<file path="src/hw/rtl/mcd_pkg.sv">
// Package for the MIDI clock divider: codes, register indexes, reset values
// and the structs passed between modules. No dependencies.
package mcd_pkg;

	typedef enum logic [1:0] {
		MODE_OFF  = 2'd0,
		MODE_MIDI = 2'd1,
		MODE_EXT  = 2'd2
	} mode_t;

	typedef enum logic [1:0] {
		CMD_MIDI_TICK = 2'd0,
		CMD_EXT_EDGE  = 2'd1,
		CMD_MS_TICK   = 2'd2,
		CMD_SELECT    = 2'd3
	} cmd_t;

	typedef enum logic [1:0] {
		REG_DIVIDE_SELECT = 2'd0,
		REG_SILENCE_TIMEOUT = 2'd1,
		REG_PULSE_HIGH = 2'd2,
		REG_INVERT_OUTPUT = 2'd3
	} reg_idx_t;

	localparam int CFG_IDX_W  = 2;
	localparam int CFG_DATA_W = 16;

	localparam logic [7:0] MIDI_BASE_DIV = 8'd12;
	// Largest divide select whose divisor still fits the counters.
	localparam logic [2:0] DIV_SEL_MAX = 3'd4;
	localparam logic [7:0] PULSE_MS_MAX = 8'hFF;
	localparam logic [15:0] SILENCE_MS_MAX = 16'hFFFF;

	localparam logic [2:0]  RST_DIVIDE_SELECT = 3'd1;
	localparam logic [15:0] RST_SILENCE_TIMEOUT = 16'd1000;
	localparam logic [7:0]  RST_PULSE_HIGH = 8'd10;
	localparam logic        RST_INVERT_OUTPUT = 1'b0;

	typedef struct packed {
		logic [2:0]  divide_select;
		logic [15:0] silence_timeout_ms;
		logic [7:0]  pulse_high_ms;
		logic        invert_output;
	} cfg_t;

	typedef struct packed {
		logic  clock_level;
		logic  pin_driven;
		logic  div_tick;
		mode_t source_mode;
	} result_t;

endpackage

</file>
<file path="src/hw/rtl/mcd_ifs.sv">
// Valid/ready channel interfaces of the MIDI clock divider: item, result
// and configuration write. Depends on mcd_pkg.
interface mcd_item_if import mcd_pkg::*; ();
	logic       valid;
	logic       ready;
	logic [1:0] cmd;
	logic [1:0] new_source;

	modport source (output valid, cmd, new_source, input ready);
	modport sink (input valid, cmd, new_source, output ready);
endinterface

interface mcd_result_if import mcd_pkg::*; ();
	logic       valid;
	logic       ready;
	logic       clock_level;
	logic       pin_driven;
	logic       div_tick;
	logic [1:0] source_mode;

	modport source (output valid, clock_level, pin_driven, div_tick, source_mode,
		input ready);
	modport sink (input valid, clock_level, pin_driven, div_tick, source_mode,
		output ready);
endinterface

interface mcd_cfg_if import mcd_pkg::*; ();
	logic                  valid;
	logic                  ready;
	logic [CFG_IDX_W-1:0]  index;
	logic [CFG_DATA_W-1:0] data;

	modport source (output valid, index, data, input ready);
	modport sink (input valid, index, data, output ready);
endinterface

</file>
<file path="src/hw/rtl/midi_clock_divider_top.sv">
// Channel   Role     Payload
// item      sink     cmd, new_source
// result    source   clock_level, pin_driven, div_tick, source_mode
// cfg       sink     index, data (always ready)
//
// Each item passes through the input register, then the output register, on
// its way to the result. The divider state updates as the item moves from the
// input register into the output register, so one item per cycle is sustained
// unless the result stalls. A stalled result holds both registers full and
// drops item.ready. arst_n clears the divider state and the valid flags.
// Depends on mcd_pkg, mcd_ifs, mcd_cfg_regs and mcd_core.
module midi_clock_divider_top import mcd_pkg::*; (
	input  logic          clk,
	input  logic          arst_n,
	mcd_item_if.sink      item,
	mcd_result_if.source  result,
	mcd_cfg_if.sink       cfg
);

	cfg_t       cfg_regs;
	logic       valid_s1;
	logic [1:0] cmd_s1;
	logic [1:0] src_s1;
	logic       out_valid_q;
	result_t    res_q;
	result_t    core_result;
	logic       advance;

	mcd_cfg_regs u_cfg (
		.clk      (clk),
		.arst_n   (arst_n),
		.cfg      (cfg),
		.cfg_regs (cfg_regs)
	);

	mcd_core u_core (
		.clk        (clk),
		.arst_n     (arst_n),
		.cfg_regs   (cfg_regs),
		.fire       (advance),
		.cmd        (cmd_s1),
		.new_source (src_s1),
		.result     (core_result)
	);

	// The item in stage one moves on whenever the output register is free
	// or its transaction completes in this cycle.
	assign advance = valid_s1 && (!out_valid_q || result.ready);
	assign item.ready = !valid_s1 || advance;

	always_ff @(posedge clk or negedge arst_n) begin
		if (!arst_n) begin
			valid_s1 <= 1'b0;
		end else if (item.ready) begin
			valid_s1 <= item.valid;
		end
	end

	always_ff @(posedge clk) begin
		if (item.ready && item.valid) begin
			cmd_s1 <= item.cmd;
			src_s1 <= item.new_source;
		end
	end

	always_ff @(posedge clk or negedge arst_n) begin
		if (!arst_n) begin
			out_valid_q <= 1'b0;
		end else if (advance) begin
			out_valid_q <= 1'b1;
		end else if (result.ready) begin
			out_valid_q <= 1'b0;
		end
	end

	always_ff @(posedge clk) begin
		if (advance) begin
			res_q <= core_result;
		end
	end

	assign result.valid = out_valid_q;
	assign result.clock_level = res_q.clock_level;
	assign result.pin_driven = res_q.pin_driven;
	assign result.div_tick = res_q.div_tick;
	assign result.source_mode = res_q.source_mode;

endmodule

</file>
<file path="src/hw/rtl/mcd_cfg_regs.sv">
// Configuration register file of the MIDI clock divider.
// Depends on mcd_pkg and mcd_cfg_if.
module mcd_cfg_regs import mcd_pkg::*; (
	input  logic      clk,
	input  logic      arst_n,
	mcd_cfg_if.sink   cfg,
	output cfg_t      cfg_regs
);

	cfg_t regs_q;

	assign cfg.ready = 1'b1;
	assign cfg_regs = regs_q;

	always_ff @(posedge clk or negedge arst_n) begin
		if (!arst_n) begin
			regs_q.divide_select <= RST_DIVIDE_SELECT;
			regs_q.silence_timeout_ms <= RST_SILENCE_TIMEOUT;
			regs_q.pulse_high_ms <= RST_PULSE_HIGH;
			regs_q.invert_output <= RST_INVERT_OUTPUT;
		end else if (cfg.valid) begin
			case (reg_idx_t'(cfg.index))
				REG_DIVIDE_SELECT: regs_q.divide_select <= cfg.data[2:0];
				REG_SILENCE_TIMEOUT: regs_q.silence_timeout_ms <= cfg.data;
				REG_PULSE_HIGH: regs_q.pulse_high_ms <= cfg.data[7:0];
				REG_INVERT_OUTPUT: regs_q.invert_output <= cfg.data[0];
				default: ;
			endcase
		end
	end

endmodule

</file>
<file path="src/hw/rtl/mcd_core.sv">
// Divider state and next-state logic: one command is applied per fire strobe
// and the result is formed from the updated state. Depends on mcd_pkg.
module mcd_core import mcd_pkg::*; (
	input  logic       clk,
	input  logic       arst_n,
	input  cfg_t       cfg_regs,
	input  logic       fire,
	input  logic [1:0] cmd,
	input  logic [1:0] new_source,
	output result_t    result
);

	mode_t       mode_q, mode_n;
	logic [7:0]  midi_count_q, midi_count_n;
	logic [4:0]  edge_count_q, edge_count_n;
	logic [15:0] silence_ms_q, silence_ms_n;
	logic [7:0]  pulse_ms_q, pulse_ms_n;
	logic        pulse_active_q, pulse_active_n;
	logic        event_n;

	logic [7:0]  midi_inc;
	logic [7:0]  midi_limit;
	logic [4:0]  edge_inc;
	logic [4:0]  edge_limit;
	logic [15:0] silence_inc;
	logic [7:0]  pulse_inc;
	logic        div_in_range;

	assign div_in_range = (cfg_regs.divide_select <= DIV_SEL_MAX);
	assign midi_limit = MIDI_BASE_DIV << cfg_regs.divide_select;
	assign edge_limit = 5'd1 << cfg_regs.divide_select;
	assign edge_inc = edge_count_q + 5'd1;
	assign silence_inc = (silence_ms_q == SILENCE_MS_MAX) ? silence_ms_q
		: silence_ms_q + 16'd1;
	assign pulse_inc = (pulse_ms_q == PULSE_MS_MAX) ? pulse_ms_q : pulse_ms_q + 8'd1;

	always_comb begin
		mode_n = mode_q;
		midi_count_n = midi_count_q;
		edge_count_n = edge_count_q;
		silence_ms_n = silence_ms_q;
		pulse_ms_n = pulse_ms_q;
		pulse_active_n = pulse_active_q;
		event_n = 1'b0;
		midi_inc = midi_count_q + 8'd1;

		case (cmd_t'(cmd))
			CMD_MIDI_TICK: begin
				if (mode_q != MODE_OFF) begin
					// A MIDI tick in external mode takes the block back to MIDI;
					// the divider count carries over.
					if (mode_q == MODE_EXT) begin
						mode_n = MODE_MIDI;
						pulse_active_n = 1'b0;
						pulse_ms_n = 8'd0;
					end
					silence_ms_n = 16'd0;
					if (div_in_range && midi_inc >= midi_limit) begin
						midi_inc = 8'd0;
					end
					midi_count_n = midi_inc;
					if (midi_inc == 8'd0) begin
						event_n = 1'b1;
						pulse_active_n = 1'b1;
						pulse_ms_n = 8'd0;
					end
				end
			end
			CMD_EXT_EDGE: begin
				if (mode_q == MODE_EXT) begin
					if (div_in_range && edge_inc >= edge_limit) begin
						edge_count_n = 5'd0;
					end else begin
						edge_count_n = edge_inc;
					end
					event_n = (edge_count_n == 5'd0);
				end
			end
			CMD_MS_TICK: begin
				if (mode_q == MODE_MIDI) begin
					if (silence_inc > cfg_regs.silence_timeout_ms) begin
						// Fallback to external keeps the pin level.
						silence_ms_n = 16'd0;
						mode_n = MODE_EXT;
						midi_count_n = 8'd0;
						pulse_ms_n = 8'd0;
					end else begin
						silence_ms_n = silence_inc;
						if (pulse_active_q) begin
							if (pulse_inc >= cfg_regs.pulse_high_ms) begin
								pulse_active_n = 1'b0;
								pulse_ms_n = 8'd0;
							end else begin
								pulse_ms_n = pulse_inc;
							end
						end
					end
				end
			end
			CMD_SELECT: begin
				if (new_source inside {MODE_OFF, MODE_MIDI, MODE_EXT} &&
					new_source != mode_q) begin
					mode_n = mode_t'(new_source);
					pulse_ms_n = 8'd0;
					case (mode_t'(new_source))
						MODE_MIDI: begin
							pulse_active_n = 1'b0;
							silence_ms_n = 16'd0;
						end
						MODE_EXT: midi_count_n = 8'd0;
						default: begin
							pulse_active_n = 1'b0;
							midi_count_n = 8'd0;
						end
					endcase
				end
			end
			default: ;
		endcase
	end

	always_ff @(posedge clk or negedge arst_n) begin
		if (!arst_n) begin
			mode_q <= MODE_OFF;
			midi_count_q <= 8'd0;
			edge_count_q <= 5'd0;
			silence_ms_q <= 16'd0;
			pulse_ms_q <= 8'd0;
			pulse_active_q <= 1'b0;
		end else if (fire) begin
			mode_q <= mode_n;
			midi_count_q <= midi_count_n;
			edge_count_q <= edge_count_n;
			silence_ms_q <= silence_ms_n;
			pulse_ms_q <= pulse_ms_n;
			pulse_active_q <= pulse_active_n;
		end
	end

	assign result.clock_level = pulse_active_n ^ cfg_regs.invert_output;
	assign result.pin_driven = (mode_n == MODE_MIDI);
	assign result.div_tick = event_n;
	assign result.source_mode = mode_n;

endmodule

</file>
<file path="src/flat_wrapper.sv">
// flat-port wrapper written by rule: the top's interface ports become plain ports
module midi_clock_divider_top_flat import mcd_pkg::*;
  (clk, arst_n, item_valid, item_cmd, item_new_source, item_ready, result_valid, result_clock_level, result_pin_driven, result_div_tick, result_source_mode, result_ready, cfg_valid, cfg_index, cfg_data, cfg_ready);
  mcd_item_if item_i ();
  mcd_result_if result_i ();
  mcd_cfg_if cfg_i ();
  input  logic clk;
  input  logic arst_n;
  input wire logic [$bits(item_i.valid)-1:0] item_valid;
  input wire logic [$bits(item_i.cmd)-1:0] item_cmd;
  input wire logic [$bits(item_i.new_source)-1:0] item_new_source;
  output wire logic [$bits(item_i.ready)-1:0] item_ready;
  output wire logic [$bits(result_i.valid)-1:0] result_valid;
  output wire logic [$bits(result_i.clock_level)-1:0] result_clock_level;
  output wire logic [$bits(result_i.pin_driven)-1:0] result_pin_driven;
  output wire logic [$bits(result_i.div_tick)-1:0] result_div_tick;
  output wire logic [$bits(result_i.source_mode)-1:0] result_source_mode;
  input wire logic [$bits(result_i.ready)-1:0] result_ready;
  input wire logic [$bits(cfg_i.valid)-1:0] cfg_valid;
  input wire logic [$bits(cfg_i.index)-1:0] cfg_index;
  input wire logic [$bits(cfg_i.data)-1:0] cfg_data;
  output wire logic [$bits(cfg_i.ready)-1:0] cfg_ready;
  assign item_i.valid = item_valid;
  assign item_i.cmd = item_cmd;
  assign item_i.new_source = item_new_source;
  assign item_ready = item_i.ready;
  assign result_valid = result_i.valid;
  assign result_clock_level = result_i.clock_level;
  assign result_pin_driven = result_i.pin_driven;
  assign result_div_tick = result_i.div_tick;
  assign result_source_mode = result_i.source_mode;
  assign result_i.ready = result_ready;
  assign cfg_i.valid = cfg_valid;
  assign cfg_i.index = cfg_index;
  assign cfg_i.data = cfg_data;
  assign cfg_ready = cfg_i.ready;
  midi_clock_divider_top u_core (.clk(clk), .arst_n(arst_n), .item(item_i), .result(result_i), .cfg(cfg_i));
endmodule
</file>
<file path="config.mk">
export PLATFORM = sky130hd
export DESIGN_NAME = midi_clock_divider_top_flat
export DESIGN_NICKNAME = d
export VERILOG_FILES = /design/src/hw/rtl/mcd_pkg.sv /design/src/hw/rtl/mcd_ifs.sv /design/src/hw/rtl/midi_clock_divider_top.sv /design/src/hw/rtl/mcd_cfg_regs.sv /design/src/hw/rtl/mcd_core.sv /design/src/flat_wrapper.sv
export SDC_FILE = /design/constraint.sdc
export NUM_CORES = 1
export LEC_CHECK = 0
export ABC_AREA = 1
export BUFFER_PORTS_ARGS = -buffer_cell sky130_fd_sc_hd__clkbuf_2
export CAP_MARGIN = 20
export CORE_MARGIN = 2
export CORE_UTILIZATION = 61
export DETAILED_ROUTE_END_ITERATION = 10
export PLACE_DENSITY = 0.83
export RECOVER_POWER = 50
export SYNTH_ARGS = -nofsm -noshare
export SYNTH_HDL_FRONTEND = slang
export SYNTH_HIERARCHICAL = 1
export SYNTH_SLANG_ARGS = --single-unit
</file>
<file path="constraint.sdc">
create_clock -name clk -period 3.7 [get_ports clk]
set_clock_uncertainty 0.15 [all_clocks]
set_input_delay 0.185 -clock clk [delete_from_list [all_inputs] [get_ports clk]]
set_output_delay 0.185 -clock clk [all_outputs]
set_load 0.02 [all_outputs]
</file>
* After elaboration in Yosys (flattened, before gate mapping)
Index checks and enable logic that the tools add are counted. W data, S select, Z words.
Operators by class: $add $sub $neg 4, magnitude comparators 5, equal/unequal tests 22, shifts and indexed selects 2, mux-type cells 51, bitwise gates (word level) 1, reduce and logical (&&, ||, !) cells 26
Operators by type and width (count):
- $mux W8 | 17
- $mux W16 | 6
- $pmux W16 S3 | 1
- $pmux W8 S3 | 2
- $add A16 B1 Y16 const B | 1
- $add A8 B1 Y8 const B | 2
- $eq A16 B16 Y1 const B | 1
- $ge A8 B8 Y1 | 2
- $gt A16 B16 Y1 | 1
- $mux W5 | 3
- $mux W1 | 14
- $reduce_and A7 Y1 | 2
- $eq A2 B2 Y1 const B | 6
- $ne A2 B2 Y1 const B | 6
- $eq A2 B1 Y1 const B | 5
- $mux W2 | 5
- $eq A8 B8 Y1 const B | 1
- $logic_not A8 Y1 | 1
- $reduce_and A2 Y1 | 4
- $shl A4 B3 Y8 const A | 1
- $logic_not A2 Y1 | 3
- $ne A3 B3 Y1 const B | 2
- $pmux W2 S3 | 1
- $reduce_and A6 Y1 | 1
- other kinds (15) | 23
Storage, ports and cells: register bits after elaboration 79, input bits 27, output and inout port bits 8, logic and storage cells 129

* Logic depth before layout (Yosys ltp)
Gate-level depths: netlist (run 1).
word-level depth 11, mapped depth 26

* By module
Netlist (run 1), hierarchy kept.
Modules (own cells, without submodules):
- mcd_core | times used 1, cells an instance 526, area each 3654.8 um^2, seq. area each 1001.0 um^2
- mcd_cfg_regs | times used 1, cells an instance 129, area each 1186.1 um^2, seq. area each 711.9 um^2
- midi_clock_divider_top | times used 1, cells an instance 21, area each 365.4 um^2, seq. area each 320.3 um^2

* Worst setup path before layout (run 1)
Ideal clock, no wire load.
kind register -> register, from register u_core.u_core.silence_ms_q[0], to register u_core.u_core.pulse_ms_q[0], setup time 127 ps, data arrival time 2920 ps, data required time 3423 ps, path slack 503 ps, cell stages (with the launch flop) 22, path buffers 0, period minus slack after synthesis 3197 ps, cells stage by stage dfrtp_1 ha_1 nand2_1 nor2_2 nand3_2 nor2_2 nand2_2 nor2_4 nand2_2 nand2_1 nor2_1 xor2_1 ha_1 nand4_1 nor3_1 nand3_1 nand2_1 nand2_1 o21ai_1 nor2_4 nand2_1 o21ai_0
On the way: word-level cells in the longest chain between the ends 6, elaborated cells on any way between the ends 9, classes of those cells 1 x add/sub; 1 x order compare; 2 x eq/ne; 4 x mux; 1 x reduce/logical
RTL lines:
- start: declaration | line mcd_core.sv:16 | logic [15:0] silence_ms_q, silence_ms_n;
- start signal: assignment | line mcd_core.sv:134 | silence_ms_q <= silence_ms_n;
- $add A16 B1 Y16 or $eq A16 B16 Y1 (tied branches) | line mcd_core.sv:34, mcd_core.sv:33
- $mux W16 (*) | line mcd_core.sv:33 | assign silence_inc = (silence_ms_q == SILENCE_MS_MAX) ? silence_ms_q
- $gt A16 B16 Y1 (*) | line mcd_core.sv:81 | if (silence_inc > cfg_regs.silence_timeout_ms) begin
- $mux W8 | line mcd_core.sv:81
- $mux W8 | line mcd_core.sv:80 | if (mode_q == MODE_MIDI) begin
- $pmux W8 S3 | line mcd_core.sv:47 | case (cmd_t'(cmd))
- end signal: assignment | line mcd_core.sv:135 | pulse_ms_q <= pulse_ms_n;
- end: declaration | line mcd_core.sv:17 | logic [7:0] pulse_ms_q, pulse_ms_n;
Mark *: on every way between the ends. The rest lies on a longest branch, timed or not. The select of a mux whose other input is x is not followed. A chain may end at the register's enable or synchronous reset.

* Worst setup path after layout (run 1)
from register u_core.u_core.silence_ms_q[1], to register u_core.u_core.pulse_ms_q[2]
Same word-level chain as after synthesis.

==> flow_summary.ini, run 1 <==
[sta]
hold_viol_final = 0
drv_slew = 30
setup_viol = 0
worst_pin_slew_ps = 1620
holdWs_ps = 63.0
timing.fmax_ghz = 0.288
period_minus_slack_ps = 3470
final.setup.tns_ps = 0
min_period_over_period = 0.939
slew_headroom = -0.0816

[clocking]
path_clk_slew_ps = 80
clockRootBuffer = clkbuf_8
clock_latency_ps = 360
clockBufferDepth = 2
cts_tree = yes
numCtsBuffers = 9
clock_sinks = 79
htree_levels = 3

[placement]
place_area_mm2 = 0.00545
place_congestion = 0.970
portBuffers = 33
dpl.hpwl_um = 8860

[routing]
drcViolationCount = 0
dr.pass1.iters = 4
routed_wl_um = 12800
post_drt_wl_per_cell_um = 15.1
drt_iter0_markers = 202
ant_nets = 0
num_vias = 4773
via_per_inst = 5.64

[setup_path]
startpoint_type = flop
crit_fanout = 7
crit_path_cell_trace = ha_1 > nand2_1 > nor2_2 > nand3_2 > nor2_4 > nand2_2 > nor2_4 > nand2_2 > nand4_1 > xor2_1 > ha_1 > a21oi_1 > nor2_1 > nor2_1 > nand2_1 > nand2_1 > nand2_1 > nand2_2 > nand2_4 > o21ai_4 > inv_2 > nand2_2 > nand2_1 > nand2_1
crit_required_ps = 3840
crit_arrival_ps = 3620
critPathKind = reg -> reg
crit_slowest_cell = dfrtp_1
cp_common_cell = nand2_1
crit_path_max_incr_delay_ps = 400
end_kind = flop

[outcome]
status = complete, but fails checks
violations = max-capacitance violations, max-slew violations

[finish]
syn2layout_area_growth_pct = 13.5
multiInputGateArea_mm2 = 0.00279
fillCellCount = 639
drive_above_1_share = 0.113
n_antenna_cell = 0
final_nets = 808
final_cell_mix = nand2_1 (209), inv_1 (81), dfrtp_1 (61)
layout_commonest_cell = nand2_1
register_area_mm2 = 0.00203
stdcell_area_mm2 = 0.00591

[synthesis]
seq_area_frac_synth = 0.391
synth_nets = 747
syn_avg_cell_area_um2 = 7.70
syn_inst = 676
mappedNetlistArea_mm2 = 0.00521
synth-warning-count = 6
synth_seq_cells = 79
yosys.area.top_type_share = 0.293
yosysUniqueCellTypes = 42
synth.top_cells.by_area = dfrtp_1 (29%), nand2_1 (15%), ha_1 (11%), inv_1 (5.8%), edfxtp_1 (5.2%)
synth.largest_area_cell = dfrtp_1

[floorplanning]
start_util = 0.630
die_area_mm2 = 0.00929
die_w_um = 96.4
die_h_um = 96.4
num_rows = 33
core-area_mm2 = 0.00826
io-pin-count = 35

[global_routing]
gr-total-overflow = 0
grt_max_degree = 43
antenna_found_initial = 0
first_global_vias = 4583
grt_usage = 0.288
grt_pass1_wl_um = 20600

[power_and_ir_drop]
powerDensity_mw_per_mm2 = 419
ir_drop_mv = 0.221
cellLeakagePower_nw = 3.04
power.total_mw = 2.48

[flow_run]
drv_cap = 1

[worst_hold_path]
holdCritPathClass = in -> reg
[per-stage QoR]
step	std cells	setup slack, ps	util
finish	847	228	0.716
global route	847	-82.1	0.716
global placement	804	245	0.659
detailed placement	804	90.5	0.659
CTS	844	46.1	0.711
floorplan	676	503	-
[kinds of logic after synthesis]
logic type | after synthesis | synth area share
compound gates | 78 | 0.0872
xor+xnor | 21 | 0.0353
fa+ha+maj | 44 | 0.106
buf+inv | 102 | 0.0803
flops | 79 | 0.391
mux | 1 | 0.00216
other cells | 1 | 0.000720
simple gates | 350 | 0.298
[layer usage]
| layer | share of wire | GRT usage | vias up |
|---|---|---|---|
| met5 | 0 | 0 | - |
| met4 | 0.019 | 0.120 | 0 |
| met3 | 0.049 | 0.0473 | 20 |
| met2 | 0.52 | 0.510 | 145 |
| met1 | 0.41 | 0.348 | 2260 |
| li1 | - | - | 2348 |
[synthesized netlist by cell type]
library cell	instances
o21ai_0	31
nor3b_1	1
nor3_4	1
buf_4	5
xnor2_1	8
ha_1	44
o211ai_1	2
buf_6	1
nor2_2	5
nor2_4	2
inv_2	7
nor4_1	2
edfxtp_1	9
clkbuf_1	1
nor2_1	35
nand3b_1	1
a21boi_0	1
mux2_2	1
o21a_1	3
a21o_1	2
clkinv_1	1
nand2_2	5
o21ai_4	1
dfstp_2	9
a211oi_2	1
a211oi_1	1
dfrtp_1	61
a311oi_1	1
conb_1	1
nand2_1	211
nand3_2	4
xor2_1	13
nand4_1	35
nor3_1	11
a21oi_1	18
o311ai_0	1
inv_1	80
nand3_1	37
buf_2	7
o31ai_1	5
a22oi_1	1
o21ai_1	10
[final cells by class]
type | count | share of cell area
multi-input combinational | 495 | 0.473
sequential | 79 | 0.344
timing repair buffer | 64 | 0.0743
inverter | 88 | 0.0559
clock buffer | 11 | 0.0258
tap | 105 | 0.0222
clock inverter | 5 | 0.00508
[timing repair]
item / in CTS / in global routing
endpoints found under the hold margin: 59 / 0
setup endpoints to repair: 0 / 36
gates resized for setup: 0 / 11
hold buffers: 24 / 0
buffers inserted: 0 / 3
[path summary, 6_finish.rpt]
path                                                     from                            end  slack, ps  depth (start not counted)
min in group asynchronous                              arst_n  u_core/u_core/midi_count_q[4]        630                          2
worst max-delay path            u_core/u_core/silence_ms_q[1]    u_core/u_core/pulse_ms_q[2]        230                         24
worst max register to register  u_core/u_core/silence_ms_q[1]    u_core/u_core/pulse_ms_q[2]        230                         24
max in group asynchronous                              arst_n  u_core/u_core/silence_ms_q[3]       1010                          3
worst min register to register      u_core/u_cfg/cfg_regs[12]      u_core/u_cfg/cfg_regs[12]        320                          2
worst min-delay path                             cfg_index[1]       u_core/u_cfg/cfg_regs[2]         60                          3
[power breakdown]
part / internal, mW / switching (mW)
logic: 0.277 / 0.494
clock network: 0.283 / 0.322
registers: 1.00 / 0.102
total: 1.56 / 0.918
[critical path, delay by kind of cell (launching register included)]
family          cells  cell delay [ps]
simple gates       18             1730
fa+ha+maj           2              500
flops               1              400
compound gates      2              370
xor+xnor            1              210
buf+inv             1               50
[sequential cells by signal, summed over array words and instances, names as in the netlist]
signal,cells
u_core/u_core/midi_count_q,8
u_core/result.valid,1
u_core/u_core/mode_q,2
u_core/src_s1,2
u_core/valid_s1,1
u_core/u_core/silence_ms_q,16
u_core/result.pin_driven,1
u_core/result.source_mode,2
u_core/u_cfg/cfg_regs,28
u_core/cmd_s1,2
u_core/result.clock_level,1
u_core/u_core/pulse_ms_q,8
u_core/u_core/pulse_active_q,1
u_core/u_core/edge_count_q,5
u_core/result.div_tick,1
Power figures use the tool's default switching activity.
==> run 2: changes to the inputs <==
- CORE_UTILIZATION: 61 -> 25
- PLACE_DENSITY: 0.83 -> 0.43
==> run 2 against run 1 <==
Net effect: the run now ends clean; register-to-register slack better by 60 ps; non-clock buffer count is 7 higher; via count is 6.1% lower; power is 7.9% higher; global-route usage is 17 points lower; largest power group unchanged.
==> flow_summary.ini, run 2 (synthesized netlist as in run 1, its figures left out) <==
[finish]
layout_commonest_cell = nand2_1
stdcell_area_mm2 = 0.00629
syn2layout_area_growth_pct = 20.8
reg.largest.list = u_core/u_cfg/cfg_regs x28, u_core/u_core/silence_ms_q x16
drive_above_1_share = 0.128
top_register = u_core/u_cfg/cfg_regs
final_cell_mix = nand2_1 (210), inv_1 (81), dfrtp_1 (61)
n_antenna_cell = 0
final_nets = 815
largest_register_ffs = 28

[routing]
ant_nets = 0
dr.pass1.iters = 4
routed_wl_um = 12800
via_per_inst = 4.40
num_vias = 4482
drcViolationCount = 0
post_drt_wl_per_cell_um = 12.6
drt_iter0_markers = 171

[floorplanning]
die_area_mm2 = 0.0220
core-area_mm2 = 0.0204
num_rows = 52
die_h_um = 148
start_util = 0.256
die_w_um = 148
io-pin-count = 35

[setup_path]
crit_fanout = 16
crit_path_cell_trace = ha_2 > nand2_1 > nor2_4 > nand3_4 > nor2_4 > nand2_2 > nor2_4 > nand2_4 > nand2_2 > nor2_1 > xor2_1 > ha_1 > nand4_1 > nor3_2 > nand3_1 > nand2_1 > nand2_1 > buf_4 > nor3_4 > buf_12 > nand2_1 > o21ai_0
critPathKind = reg -> reg
crit_buf_inv = 2
startpoint_type = flop
end_kind = flop
critical-path-top-delay-family = simple AND/OR/NAND/NOR gates
cp_common_cell = nand2_1
crit_path_max_incr_delay_ps = 370
crit_arrival_ps = 3520
crit_slowest_cell = dfrtp_1
crit_required_ps = 3810

[clocking]
path_clk_slew_ps = 70
clock_latency_ps = 340
clockBufferDepth = 2
htree_levels = 3
clock_sinks = 79
numCtsBuffers = 9
clockRootBuffer = clkbuf_16
cts_tree = yes

[sta]
period_minus_slack_ps = 3410
drv_slew = 0
hold_viol_final = 0
worst_pin_slew_ps = 1440
min_period_over_period = 0.922
holdWs_ps = 131
slew_headroom = 0.0376
timing.final.ws_setup_ps = 287
timing.fmax_ghz = 0.293
setup_viol = 0

[placement]
place_area_mm2 = 0.00573
portBuffers = 33
preCtsSetupSlack_ps = 121
dpl.hpwl_um = 9500
place_congestion = 0.759

[global_routing]
gr-total-overflow = 0
antenna_found_initial = 0
grt_max_degree = 55
grt_pass1_wl_um = 21400
first_global_vias = 4241
grt_usage = 0.123

[power_and_ir_drop]
ir_drop_mv = 0.240
powerDensity_mw_per_mm2 = 425
cellLeakagePower_nw = 3.14

[outcome]
status = completed

[worst_hold_path]
holdCritPathClass = in -> reg

[flow_run]
drv_cap = 0
[run 2: worst reg2reg max path, delay by kind of cell (launching register included)]
kind / cells / cell delay, ps
AO/OA/AOI/OAI: 1 / 70
XOR/XNOR: 1 / 180
adder cells (fa/ha/maj): 2 / 510
buffers and inverters: 2 / 340
flip-flops: 1 / 370
AND/OR/NAND/NOR: 16 / 1710
[run 2: path summary, 6_finish.rpt]
kind | start | endpoint | slack (ps) | cells past startpoint
worst max-delay path | u_core/u_core/silence_ms_q[1] | u_core/u_core/silence_ms_q[13] | 290 | 22
worst min-delay path | cfg_index[1] | u_core/u_cfg/cfg_regs[4] | 130 | 3
worst max register to register | u_core/u_core/silence_ms_q[1] | u_core/u_core/silence_ms_q[13] | 290 | 22
worst min register to register | u_core/u_cfg/cfg_regs[15] | u_core/u_cfg/cfg_regs[15] | 310 | 2
max in group asynchronous | arst_n | u_core/u_cfg/cfg_regs[14] | 1830 | 3
min in group asynchronous | arst_n | u_core/u_core/edge_count_q[1] | 550 | 2
[run 2: stage by stage]
step	power [mW]	std cells	setup TNS (ps)	utilization
floorplan	1.63	676	0	-
global placement	1.86	977	0	0.281
detailed placement	1.85	977	0	0.281
CTS	2.71	1017	0	0.306
global route	2.89	1019	-0.304	0.309
finish	2.67	1019	0	0.309
[run 2: power by group]
group          switching (mW)  internal (mW)
clock network           0.369          0.449
logic                   0.475          0.283
registers              0.0948           1.00
total                   0.939           1.73
[run 2: layout make-up]
class                           instances  area (µm²)
Multi-Input combinational cell        495        2820
Sequential cell                        79        2030
Timing Repair Buffer                   71         514
Clock inverter                          5        25.0
Fill cell                            2222       14100
Inverter                               88         330
Clock buffer                           11         233
Tap cell                              270         338
[run 2: layer usage]
metal	vias to the layer above	track usage	part of all wire
met3	13	0.0206	0.023
li1	2355	-	-
met1	2069	0.175	0.53
met4	0	0.0467	0.017
met5	-	0	0
met2	45	0.186	0.43
[run 2: repair_timing]
action	in CTS	in global routing
hold buffers	24	0
setup buffers	0	2
resized for setup	0	15
setup endpoints to repair	0	36
endpoints found under the hold margin	79	0
